## src/rtl/crs_pkg.sv

```systemverilog
// Package: payload types, configuration, phase and failure codes of the report sender.
`default_nettype none

package crs_pkg;

    localparam int CRS_MAX_SLOTS  = 16;
    localparam int CRS_TIME_BITS  = 32;
    localparam int CRS_CFG_DATA_W = 16;
    localparam int CRS_CFG_IDX_W  = 3;

    localparam logic [CRS_CFG_IDX_W-1:0] CFG_SLOT_TIME    = 3'd0;
    localparam logic [CRS_CFG_IDX_W-1:0] CFG_SLOT_COUNT   = 3'd1;
    localparam logic [CRS_CFG_IDX_W-1:0] CFG_IDLE_CONFIRM = 3'd2;
    localparam logic [CRS_CFG_IDX_W-1:0] CFG_ACK_WAIT     = 3'd3;
    localparam logic [CRS_CFG_IDX_W-1:0] CFG_RETRY_LIMIT  = 3'd4;
    localparam logic [CRS_CFG_IDX_W-1:0] CFG_TX_DONE_WAIT = 3'd5;

    localparam logic [2:0] PH_IDLE      = 3'd0;
    localparam logic [2:0] PH_WAIT_IDLE = 3'd1;
    localparam logic [2:0] PH_WAIT_SLOT = 3'd2;
    localparam logic [2:0] PH_SEND      = 3'd3;
    localparam logic [2:0] PH_WAIT_TX   = 3'd4;
    localparam logic [2:0] PH_WAIT_ACK  = 3'd5;

    localparam logic [1:0] FAIL_NONE       = 2'd0;
    localparam logic [1:0] FAIL_WRONG_ACK  = 2'd1;
    localparam logic [1:0] FAIL_ACK_TMO    = 2'd2;
    localparam logic [1:0] FAIL_TX_DONE_TMO = 2'd3;

    localparam logic [7:0] RETRY_FOREVER = 8'd255;

    typedef struct packed {
        logic [31:0] now_time;
        logic        tx_done_seen;
        logic        rx_done_seen;
        logic        ack_length_ok;
        logic [15:0] ack_sequence;
        logic        channel_clear;
        logic        mailbox_has_event;
        logic [15:0] mailbox_sequence;
        logic [3:0]  random_slot;
    } crs_poll_t;

    typedef struct packed {
        logic [2:0]  sender_state;
        logic        event_taken;
        logic        start_send;
        logic [15:0] send_sequence;
        logic        ack_accepted;
        logic [1:0]  failure_kind;
        logic        retry_started;
        logic        event_dropped;
        logic        old_replaced;
    } crs_report_t;

    typedef struct packed {
        logic [7:0]  slot_time_ms;
        logic [4:0]  slot_count;
        logic [7:0]  idle_confirm_time_ms;
        logic [15:0] ack_wait_ms;
        logic [7:0]  retry_limit;
        logic [15:0] tx_done_wait_ms;
    } crs_cfg_t;

endpackage

`default_nettype wire

```

## src/rtl/crs_chan_if.sv

```systemverilog
// Interfaces: valid/ready channels for poll items and report items.
`default_nettype none

interface crs_poll_if;
    import crs_pkg::*;

    logic      valid;
    logic      ready;
    crs_poll_t data;

    modport source (output valid, output data, input ready);
    modport sink (input valid, input data, output ready);
endinterface

interface crs_report_if;
    import crs_pkg::*;

    logic        valid;
    logic        ready;
    crs_report_t data;

    modport source (output valid, output data, input ready);
    modport sink (input valid, input data, output ready);
endinterface

`default_nettype wire

```

## src/rtl/crs_cfg.sv

```systemverilog
// Configuration register bank of the report sender.
`default_nettype none

module crs_cfg (
    input  wire logic                               clk,
    input  wire logic                               rst_n,
    input  wire logic                               cfg_we,
    input  wire logic [crs_pkg::CRS_CFG_IDX_W-1:0]  cfg_index,
    input  wire logic [crs_pkg::CRS_CFG_DATA_W-1:0] cfg_data,
    output crs_pkg::crs_cfg_t                       cfg
);
    import crs_pkg::*;

    crs_cfg_t cfg_reg;
    crs_cfg_t cfg_next;

    always_comb
    begin
        cfg_next = cfg_reg;
        if (cfg_we)
        begin
            case (cfg_index)
                CFG_SLOT_TIME:    cfg_next.slot_time_ms         = cfg_data[7:0];
                CFG_SLOT_COUNT:   cfg_next.slot_count           = cfg_data[4:0];
                CFG_IDLE_CONFIRM: cfg_next.idle_confirm_time_ms = cfg_data[7:0];
                CFG_ACK_WAIT:     cfg_next.ack_wait_ms          = cfg_data[15:0];
                CFG_RETRY_LIMIT:  cfg_next.retry_limit          = cfg_data[7:0];
                CFG_TX_DONE_WAIT: cfg_next.tx_done_wait_ms      = cfg_data[15:0];
                default:          cfg_next = cfg_reg;
            endcase
        end
    end

    always_ff @(posedge clk or negedge rst_n)
    begin
        if (!rst_n)
        begin
            cfg_reg.slot_time_ms         <= 8'd10;
            cfg_reg.slot_count           <= 5'd8;
            cfg_reg.idle_confirm_time_ms <= 8'd20;
            cfg_reg.ack_wait_ms          <= 16'd200;
            cfg_reg.retry_limit          <= 8'd3;
            cfg_reg.tx_done_wait_ms      <= 16'd100;
        end
        else
        begin
            cfg_reg <= cfg_next;
        end
    end

    assign cfg = cfg_reg;

endmodule

`default_nettype wire

```

## src/rtl/crs_core.sv

```systemverilog
// Sender state registers and the single-step poll logic.
`default_nettype none

module crs_core #(
    parameter int MAX_SLOTS = crs_pkg::CRS_MAX_SLOTS,
    parameter int TIME_BITS = crs_pkg::CRS_TIME_BITS
) (
    input  wire logic           clk,
    input  wire logic           rst_n,
    input  wire logic           advance,
    input  wire crs_pkg::crs_poll_t poll,
    input  wire crs_pkg::crs_cfg_t  cfg,
    output crs_pkg::crs_report_t result
);
    import crs_pkg::*;

    localparam int NW = ($clog2(MAX_SLOTS + 1) > 5) ? $clog2(MAX_SLOTS + 1) : 5;

    typedef struct packed {
        logic [2:0]           phase;
        logic [TIME_BITS-1:0] entry_time;
        logic                 watch_on;
        logic [TIME_BITS-1:0] watch_start;
        logic [TIME_BITS-1:0] deadline;
        logic                 holding;
        logic [15:0]          held_seq;
        logic [7:0]           retries;
    } state_t;

    typedef struct packed {
        state_t     st;
        logic       taken;
        logic       start;
        logic       ack;
        logic [1:0] fail;
        logic       retry;
        logic       drop;
        logic       repl;
    } work_t;

    state_t state_reg;
    work_t  w;

    logic [TIME_BITS-1:0] now;
    logic [TIME_BITS-1:0] slot_diff;
    logic [NW-1:0]        n_eff;
    logic [3:0]           slot_eff;
    logic [11:0]          slot_delay;

    function automatic work_t go_phase(work_t wi, logic [2:0] p, logic [TIME_BITS-1:0] t);
        work_t wo;
        wo = wi;
        wo.st.phase = p;
        wo.st.entry_time = t;
        return wo;
    endfunction

    function automatic work_t go_rest(work_t wi, logic [2:0] p, logic [TIME_BITS-1:0] t);
        work_t wo;
        wo = go_phase(wi, p, t);
        wo.st.watch_on = 1'b0;
        wo.st.watch_start = '0;
        wo.st.deadline = '0;
        return wo;
    endfunction

    function automatic work_t take_event(work_t wi, crs_poll_t pi);
        work_t wo;
        wo = wi;
        if (pi.mailbox_has_event)
        begin
            if (wi.st.holding)
                wo.repl = 1'b1;
            wo.taken = 1'b1;
            wo.st.held_seq = pi.mailbox_sequence;
            wo.st.holding = 1'b1;
            wo.st.retries = '0;
        end
        return wo;
    endfunction

    function automatic work_t send_failed(work_t wi, crs_poll_t pi, logic [TIME_BITS-1:0] t,
                                          logic [1:0] kind, logic [7:0] limit);
        work_t wo;
        wo = wi;
        wo.fail = kind;
        if (pi.mailbox_has_event)
        begin
            wo = take_event(wo, pi);
            wo = go_rest(wo, PH_WAIT_IDLE, t);
        end
        else if (limit == RETRY_FOREVER || wo.st.retries < limit)
        begin
            if (wo.st.retries != 8'd255)
                wo.st.retries = wo.st.retries + 8'd1;
            wo.retry = 1'b1;
            wo = go_rest(wo, PH_WAIT_IDLE, t);
        end
        else
        begin
            wo.drop = 1'b1;
            wo.st.holding = 1'b0;
            wo = go_rest(wo, PH_IDLE, t);
        end
        return wo;
    endfunction

    assign now = poll.now_time[TIME_BITS-1:0];
    assign slot_diff = now - state_reg.deadline;

    always_comb
    begin
        if (cfg.slot_count == 5'd0)
            n_eff = NW'(1);
        else if (NW'(cfg.slot_count) > NW'(MAX_SLOTS))
            n_eff = NW'(MAX_SLOTS);
        else
            n_eff = NW'(cfg.slot_count);
        if (NW'(poll.random_slot) >= n_eff)
            slot_eff = 4'(n_eff - NW'(1));
        else
            slot_eff = poll.random_slot;
    end

    assign slot_delay = 12'(slot_eff) * 12'(cfg.slot_time_ms);

    always_comb
    begin
        w = '0;
        w.st = state_reg;

        if (poll.tx_done_seen && w.st.phase == PH_WAIT_TX)
            w = go_phase(w, PH_WAIT_ACK, now);

        if (poll.rx_done_seen && w.st.phase == PH_WAIT_ACK)
        begin
            if (poll.ack_length_ok && poll.ack_sequence == w.st.held_seq)
            begin
                w.ack = 1'b1;
                w.st.holding = 1'b0;
                w.st.retries = '0;
                w = go_rest(w, PH_IDLE, now);
            end
            else
            begin
                w = send_failed(w, poll, now, FAIL_WRONG_ACK, cfg.retry_limit);
            end
        end

        case (w.st.phase)
            PH_IDLE:
            begin
                w = take_event(w, poll);
                if (w.st.holding)
                    w = go_rest(w, PH_WAIT_IDLE, now);
            end
            PH_WAIT_IDLE:
            begin
                if (!w.st.holding)
                    w = go_rest(w, PH_IDLE, now);
                else if (poll.channel_clear)
                begin
                    if (!w.st.watch_on)
                    begin
                        w.st.watch_on = 1'b1;
                        w.st.watch_start = now;
                    end
                    else if ((now - w.st.watch_start) >=
                             TIME_BITS'(cfg.idle_confirm_time_ms))
                    begin
                        w.st.watch_on = 1'b0;
                        w.st.deadline = now + TIME_BITS'(slot_delay);
                        w = go_phase(w, PH_WAIT_SLOT, now);
                    end
                end
                else
                begin
                    w.st.watch_on = 1'b0;
                    w.st.watch_start = '0;
                end
            end
            PH_WAIT_SLOT:
            begin
                if (!poll.channel_clear)
                    w = go_rest(w, PH_WAIT_IDLE, now);
                else if (!slot_diff[TIME_BITS-1])
                    w = go_phase(w, PH_SEND, now);
            end
            PH_SEND:
            begin
                if (w.st.holding)
                begin
                    w = take_event(w, poll);
                    w.start = 1'b1;
                    w = go_phase(w, PH_WAIT_TX, now);
                end
                else
                begin
                    w = go_rest(w, PH_IDLE, now);
                end
            end
            PH_WAIT_TX:
            begin
                if ((now - w.st.entry_time) > TIME_BITS'(cfg.tx_done_wait_ms))
                    w = send_failed(w, poll, now, FAIL_TX_DONE_TMO, cfg.retry_limit);
            end
            PH_WAIT_ACK:
            begin
                if ((now - w.st.entry_time) >= TIME_BITS'(cfg.ack_wait_ms))
                    w = send_failed(w, poll, now, FAIL_ACK_TMO, cfg.retry_limit);
            end
            default:
            begin
                w.st.holding = 1'b0;
                w = go_rest(w, PH_IDLE, now);
            end
        endcase
    end

    always_ff @(posedge clk or negedge rst_n)
    begin
        if (!rst_n)
            state_reg <= '0;
        else if (advance)
            state_reg <= w.st;
    end

    always_comb
    begin
        result.sender_state  = w.st.phase;
        result.event_taken   = w.taken;
        result.start_send    = w.start;
        result.send_sequence = w.st.holding ? w.st.held_seq : 16'd0;
        result.ack_accepted  = w.ack;
        result.failure_kind  = w.fail;
        result.retry_started = w.retry;
        result.event_dropped = w.drop;
        result.old_replaced  = w.repl;
    end

endmodule

`default_nettype wire

```

## src/rtl/contention_report_sender_top.sv

```systemverilog
// Top level of the contention report sender: poll register, sender core, report register.
// Each poll item is one step of a CSMA sender with random slot backoff and ACK retry.
// The block sustains one item per clock cycle while the report is not stalled: a poll is
// captured in an input register, the whole step is one pass of compare-and-update logic
// in the sender core, and the report lands in an output register; a stalled report stalls
// at most the single input register behind it. Configuration registers are to be written
// through cfg_we/cfg_index/cfg_data while no item is in flight; the user must keep to
// this, as the block does not enforce it. Indexes outside the register list are ignored.
`default_nettype none

module contention_report_sender_top #(
    parameter int MAX_SLOTS = crs_pkg::CRS_MAX_SLOTS,
    parameter int TIME_BITS = crs_pkg::CRS_TIME_BITS
) (
    input  wire logic                               clk,
    input  wire logic                               rst_n,
    crs_poll_if.sink                                poll,
    crs_report_if.source                            report,
    input  wire logic                               cfg_we,
    input  wire logic [crs_pkg::CRS_CFG_IDX_W-1:0]  cfg_index,
    input  wire logic [crs_pkg::CRS_CFG_DATA_W-1:0] cfg_data
);
    import crs_pkg::*;

    crs_cfg_t    cfg;
    crs_poll_t   poll_reg;
    logic        poll_valid_reg;
    crs_report_t report_reg;
    logic        report_valid_reg;
    crs_report_t result;
    logic        advance;

    assign advance    = poll_valid_reg && (!report_valid_reg || report.ready);
    assign poll.ready = !poll_valid_reg || advance;

    crs_cfg u_cfg (
        .clk       (clk),
        .rst_n     (rst_n),
        .cfg_we    (cfg_we),
        .cfg_index (cfg_index),
        .cfg_data  (cfg_data),
        .cfg       (cfg)
    );

    crs_core #(
        .MAX_SLOTS (MAX_SLOTS),
        .TIME_BITS (TIME_BITS)
    ) u_core (
        .clk     (clk),
        .rst_n   (rst_n),
        .advance (advance),
        .poll    (poll_reg),
        .cfg     (cfg),
        .result  (result)
    );

    always_ff @(posedge clk or negedge rst_n)
    begin
        if (!rst_n)
            poll_valid_reg <= 1'b0;
        else if (poll.valid && poll.ready)
            poll_valid_reg <= 1'b1;
        else if (advance)
            poll_valid_reg <= 1'b0;
    end

    always_ff @(posedge clk)
    begin
        if (poll.valid && poll.ready)
            poll_reg <= poll.data;
    end

    always_ff @(posedge clk or negedge rst_n)
    begin
        if (!rst_n)
            report_valid_reg <= 1'b0;
        else if (advance)
            report_valid_reg <= 1'b1;
        else if (report.ready)
            report_valid_reg <= 1'b0;
    end

    always_ff @(posedge clk)
    begin
        if (advance)
            report_reg <= result;
    end

    assign report.valid = report_valid_reg;
    assign report.data  = report_reg;

endmodule

`default_nettype wire
```

## src/flat_wrapper.sv

```systemverilog
// flat-port wrapper written by rule: the top's interface ports become plain ports
module contention_report_sender_top_flat import crs_pkg::*;
#(
    parameter int MAX_SLOTS = crs_pkg::CRS_MAX_SLOTS,
    parameter int TIME_BITS = crs_pkg::CRS_TIME_BITS
)
  (clk, rst_n, cfg_we, cfg_index, cfg_data, poll_valid, poll_data, poll_ready, report_valid, report_data, report_ready);
  crs_poll_if poll_i ();
  crs_report_if report_i ();
  input  wire logic clk;
  input  wire logic rst_n;
  input  wire logic cfg_we;
  input  wire logic [crs_pkg::CRS_CFG_IDX_W-1:0] cfg_index;
  input  wire logic [crs_pkg::CRS_CFG_DATA_W-1:0] cfg_data;
  input wire logic [$bits(poll_i.valid)-1:0] poll_valid;
  input wire logic [$bits(poll_i.data)-1:0] poll_data;
  output wire logic [$bits(poll_i.ready)-1:0] poll_ready;
  output wire logic [$bits(report_i.valid)-1:0] report_valid;
  output wire logic [$bits(report_i.data)-1:0] report_data;
  input wire logic [$bits(report_i.ready)-1:0] report_ready;
  assign poll_i.valid = poll_valid;
  assign poll_i.data = poll_data;
  assign poll_ready = poll_i.ready;
  assign report_valid = report_i.valid;
  assign report_data = report_i.data;
  assign report_i.ready = report_ready;
  contention_report_sender_top #(.MAX_SLOTS(MAX_SLOTS), .TIME_BITS(TIME_BITS)) u_core (.clk(clk), .rst_n(rst_n), .poll(poll_i), .report(report_i), .cfg_we(cfg_we), .cfg_index(cfg_index), .cfg_data(cfg_data));
endmodule
```

## config.mk

```make
export PLATFORM = sky130hd
export DESIGN_NAME = contention_report_sender_top_flat
export DESIGN_NICKNAME = d
export VERILOG_FILES = /design/src/rtl/crs_pkg.sv /design/src/rtl/crs_chan_if.sv /design/src/rtl/crs_cfg.sv /design/src/rtl/crs_core.sv /design/src/rtl/contention_report_sender_top.sv /design/src/flat_wrapper.sv
export SDC_FILE = /design/constraint.sdc
export NUM_CORES = 1
export LEC_CHECK = 0
export ABC_AREA = 0
export BUFFER_PORTS_ARGS = -buffer_cell sky130_fd_sc_hd__buf_2
export CAP_MARGIN = 20
export CORE_MARGIN = 2
export CORE_UTILIZATION = 25
export CTS_BUF_LIST = sky130_fd_sc_hd__clkbuf_16
export DETAILED_ROUTE_END_ITERATION = 10
export GPL_TIMING_DRIVEN = 1
export SLEW_MARGIN = 25
export SYNTH_ARGS = -nofsm -noshare
export SYNTH_HDL_FRONTEND = slang
export SYNTH_SLANG_ARGS = --single-unit
```

## constraint.sdc

```tcl
create_clock -name clk -period 16.62 [get_ports clk]
set_input_delay 1.662 -clock clk [delete_from_list [all_inputs] [get_ports clk]]
set_output_delay 1.662 -clock clk [all_outputs]
set_load 0.1 [all_outputs]
```

==> out/results.ini <==
[finish]
layout-drive-gt1-share=0.1517
finalNetCount=2537
n_antenna_cell=0
area.growth.synth_to_final_pct=15.03
largest_register_ffs=125
post_layout_nonfiller_instances=3328
postLayoutCoreUtil=0.2915

[clock_network]
cts-htree-levels=2
cts_made_buffers=34
clock_sink_count=288
clk_latency_ns=0.56
cts_hold_buf=0
cts.clk_slew.worst_paths_ns=0.06
clock-root-buffer=sky130_fd_sc_hd__clkbuf_16
post_cts.resized_instances=0
cts_tree=yes
buffers_from_clock_root_to_sink_at_most=3
postCtsSetupRepairBufs=0

[sta]
setup_violations=0
grt_setup_unrepaired=false
setup-tns-final_ns=0
hold_violations=0
max_freq_ghz=0.1320
timing.final.crit_share=0.4557
fin_skew_ns=0.02273
tightest_slew_ns=0.9722
maxSlewViolCount=0
period_needed_ns=7.574
slew-limit-headroom=0.3450
final.setup.worst_slack_ns=9.046

[detailed_routing]
wl_met2_mm=29.28
detail_route.iter0.violations=1190
vias=16800
drt_pre_antenna_iters=5
drt-met1-wl_mm=26.15
detail_route.vias_per_cell=5.047
wl_mm=60.92
drt_drc=0
wl_per_cell_microns=18.30
ant_nets=0
highest-signal-layer=met5
met3_wirelength_mm=3.243

[synth]
synth-compound-area-share=0.1885
mappedNetlistNets=2425
synthSimpleGateAreaFrac=0.1529
synth_cells=2130
synth.cell_area_sq_um=20480
synth_flop_cell=sky130_fd_sc_hd__dfrtp_1
synth.yosys.warnings=0
synth.lib_cells_used.distinct=91
yosys-mux-area-fraction=0.07180
yosys_register_bits=288
synth.avg_cell_area_sq_um=9.613
synth.yosys.seq_area_share=0.3772
synth_top_family_by_area=compound AO/OA/AOI/OAI gates
yosys.area_share.xor_xnor=0.03550
number_of_enable_type_register_cells_in_the_synthesized_netlist=100
synth_fa_ha_area_frac=0.1294
synth_async_sr_flop_share=0.6528

[critical_path]
cp-startpoint=u_core.u_core.state_reg[123]$_DFFE_PN0P_
critical_path_max_stage_delay_ns=0.71
worst_ep_required_time_ns=17.11
timing.setup.critical_path_class=reg -> reg
critical_path.reg2reg.startpoint=u_core.u_core.state_reg[123]$_DFFE_PN0P_
crit_path_max_fanout=38
crit_slowest_cell=sky130_fd_sc_hd__o31ai_1
crit_arrival_ns=8.06
setup.worst_path.start_class=register
worst_setup_path_end_kind=register

[global_routing]
grt_first_pass_wirelength_mm=95.57
antenna_violations_before_repair=2
grt_use_total=0.1424
largest_net_degree_at_the_start_of_global_routing=74
global_route.overflow_total=0
vias_in_the_first_global_route=16670

[hold_path]
holdCritStartpoint=u_core.u_core.state_reg[42]$_DFFE_PN0P_
holdCritPathClass=reg -> reg

[power_and_ir_drop]
fin_total_pwr_uw=3871
leakage_uw=0.009873
peakVddDrop_mv=0.1535
p_per_cell_area_nw_per_um2=164.3

[placed_design]
place.detailed.hpwl_mm=45.38
numPortBuffers=125
gpl.final_weighted_congestion=0.9008
place_worst_setup_slack_ns=9.205
placedCellCount=3266

[die]
core_area_sq_um=80810
io_pins=126
die_height_microns=290.2
die_w_microns=290.2
floorplan.rows=104
initial_core_util=0.2534
dieArea_sq_um=84210

[status]
outcome=complete, no violations

[job]
maxCapViolCount=0

[final timing paths]
check	endpoint	slack (ns)	cells past startpoint
max in group asynchronous	u_core.u_cfg.cfg[58]$_DFFE_PN0P_	14.31	2
setup / recovery	u_core.u_core.state_reg[50]$_DFFE_PN0P_	9.05	26
setup reg to reg	u_core.u_core.state_reg[50]$_DFFE_PN0P_	9.05	26
hold reg to reg	u_core.u_core.state_reg[42]$_DFFE_PN0P_	0.49	1
min in group asynchronous	u_core.u_core.state_reg[22]$_DFFE_PN0P_	1.10	1
hold / removal	u_core.u_core.state_reg[42]$_DFFE_PN0P_	0.49	1
[cells in the mapped netlist (all sizes together) (6+ instances only)]
library cell,count,share of area
a2111oi,7,0.0030
a211o,9,0.0038
a211oi,19,0.0070
a21boi,7,0.0031
a21o,42,0.015
a21oi,143,0.036
a221o,6,0.0029
a22o,59,0.025
a22oi,8,0.0029
a31oi,13,0.0040
and2,25,0.0076
and3,22,0.0067
and4,6,0.0026
buf,29,0.0079
clkbuf,50,0.0092
dfrtp,175,0.21
dfstp,13,0.017
edfxtp,100,0.15
fa,23,0.022
ha,175,0.11
inv,150,0.027
mux2,87,0.048
mux2i,49,0.024
nand2,190,0.035
nand2b,29,0.0089
nand3,30,0.0073
nand4,42,0.013
nor2,142,0.026
nor2b,37,0.011
nor3,36,0.0088
nor4,12,0.0037
o211ai,15,0.0055
o21a,24,0.0088
o21ai,115,0.028
o21bai,12,0.0044
o22ai,6,0.0018
o31ai,11,0.0047
or2,8,0.0024
or3,15,0.0046
or4,11,0.0040
xnor2,54,0.023
xor2,29,0.012
[critical path: cells and delay by family (launching register included)]
kind	cells	cell delay [ns]
compound gates	10	2.97
simple gates	10	1.99
buf+inv	2	0.86
flops	1	0.52
fa+ha+maj	2	0.47
mux	1	0.41
xor+xnor	1	0.23
[cells in the final DEF, fill, tap and decap left out, types with 49 or more instances in the layout]
cell type,netlist,routed
sky130_fd_sc_hd__a21oi_1,139,139
sky130_fd_sc_hd__a22o_1,59,59
sky130_fd_sc_hd__buf_2,18,124
sky130_fd_sc_hd__dfrtp_1,175,175
sky130_fd_sc_hd__edfxtp_1,100,100
sky130_fd_sc_hd__ha_1,175,175
sky130_fd_sc_hd__inv_1,150,154
sky130_fd_sc_hd__mux2_2,83,83
sky130_fd_sc_hd__mux2i_1,49,49
sky130_fd_sc_hd__nand2_1,190,190
sky130_fd_sc_hd__nor2_1,142,141
sky130_fd_sc_hd__o21ai_0,104,103
sky130_fd_sc_hd__xnor2_1,54,54
[stage by stage]
step / cell area [sq um] / hold WS (ns)
2_1_floorplan: 20480 / 0.4541
3_3_place_gp: 22360 / 0.4666
3_5_place_dp: 22380 / 0.4738
4_1_cts: 23520 / 0.4900
5_1_grt: 23550 / 0.5041
6_report: 23550 / 0.4898
[kinds of logic after synthesis]
logic type | after synthesis
AO/OA/AOI/OAI | 565
XOR/XNOR | 83
adder cells (fa/ha/maj) | 198
buffers and inverters | 230
flip-flops | 288
multiplexers | 136
AND/OR/NAND/NOR | 630
[power breakdown]
| group | internal [uW] | switching (uW) |
|---|---|---|
| Clock | 451 | 326 |
| Combinational | 819 | 1260 |
| Sequential | 900 | 116 |
[area by class of cell]
cell class,count,area (sq um)
clock buffer,35,875.8
fill,8449,57250
sequential,288,7724
multi-input combinational,1612,11930
inverter,151,566.8
timing repair buffer,155,863.3
tap,1060,1326
clock inverter,27,264.0
[metal layers]
metal	vias to the layer above	global-route usage
met2	470	0.2444
met4	4	0.05246
met1	8160	0.1797
met3	112	0.02287
met5	-	0
li1	8052	-
No activity file was read; power rests on OpenSTA's default activity.
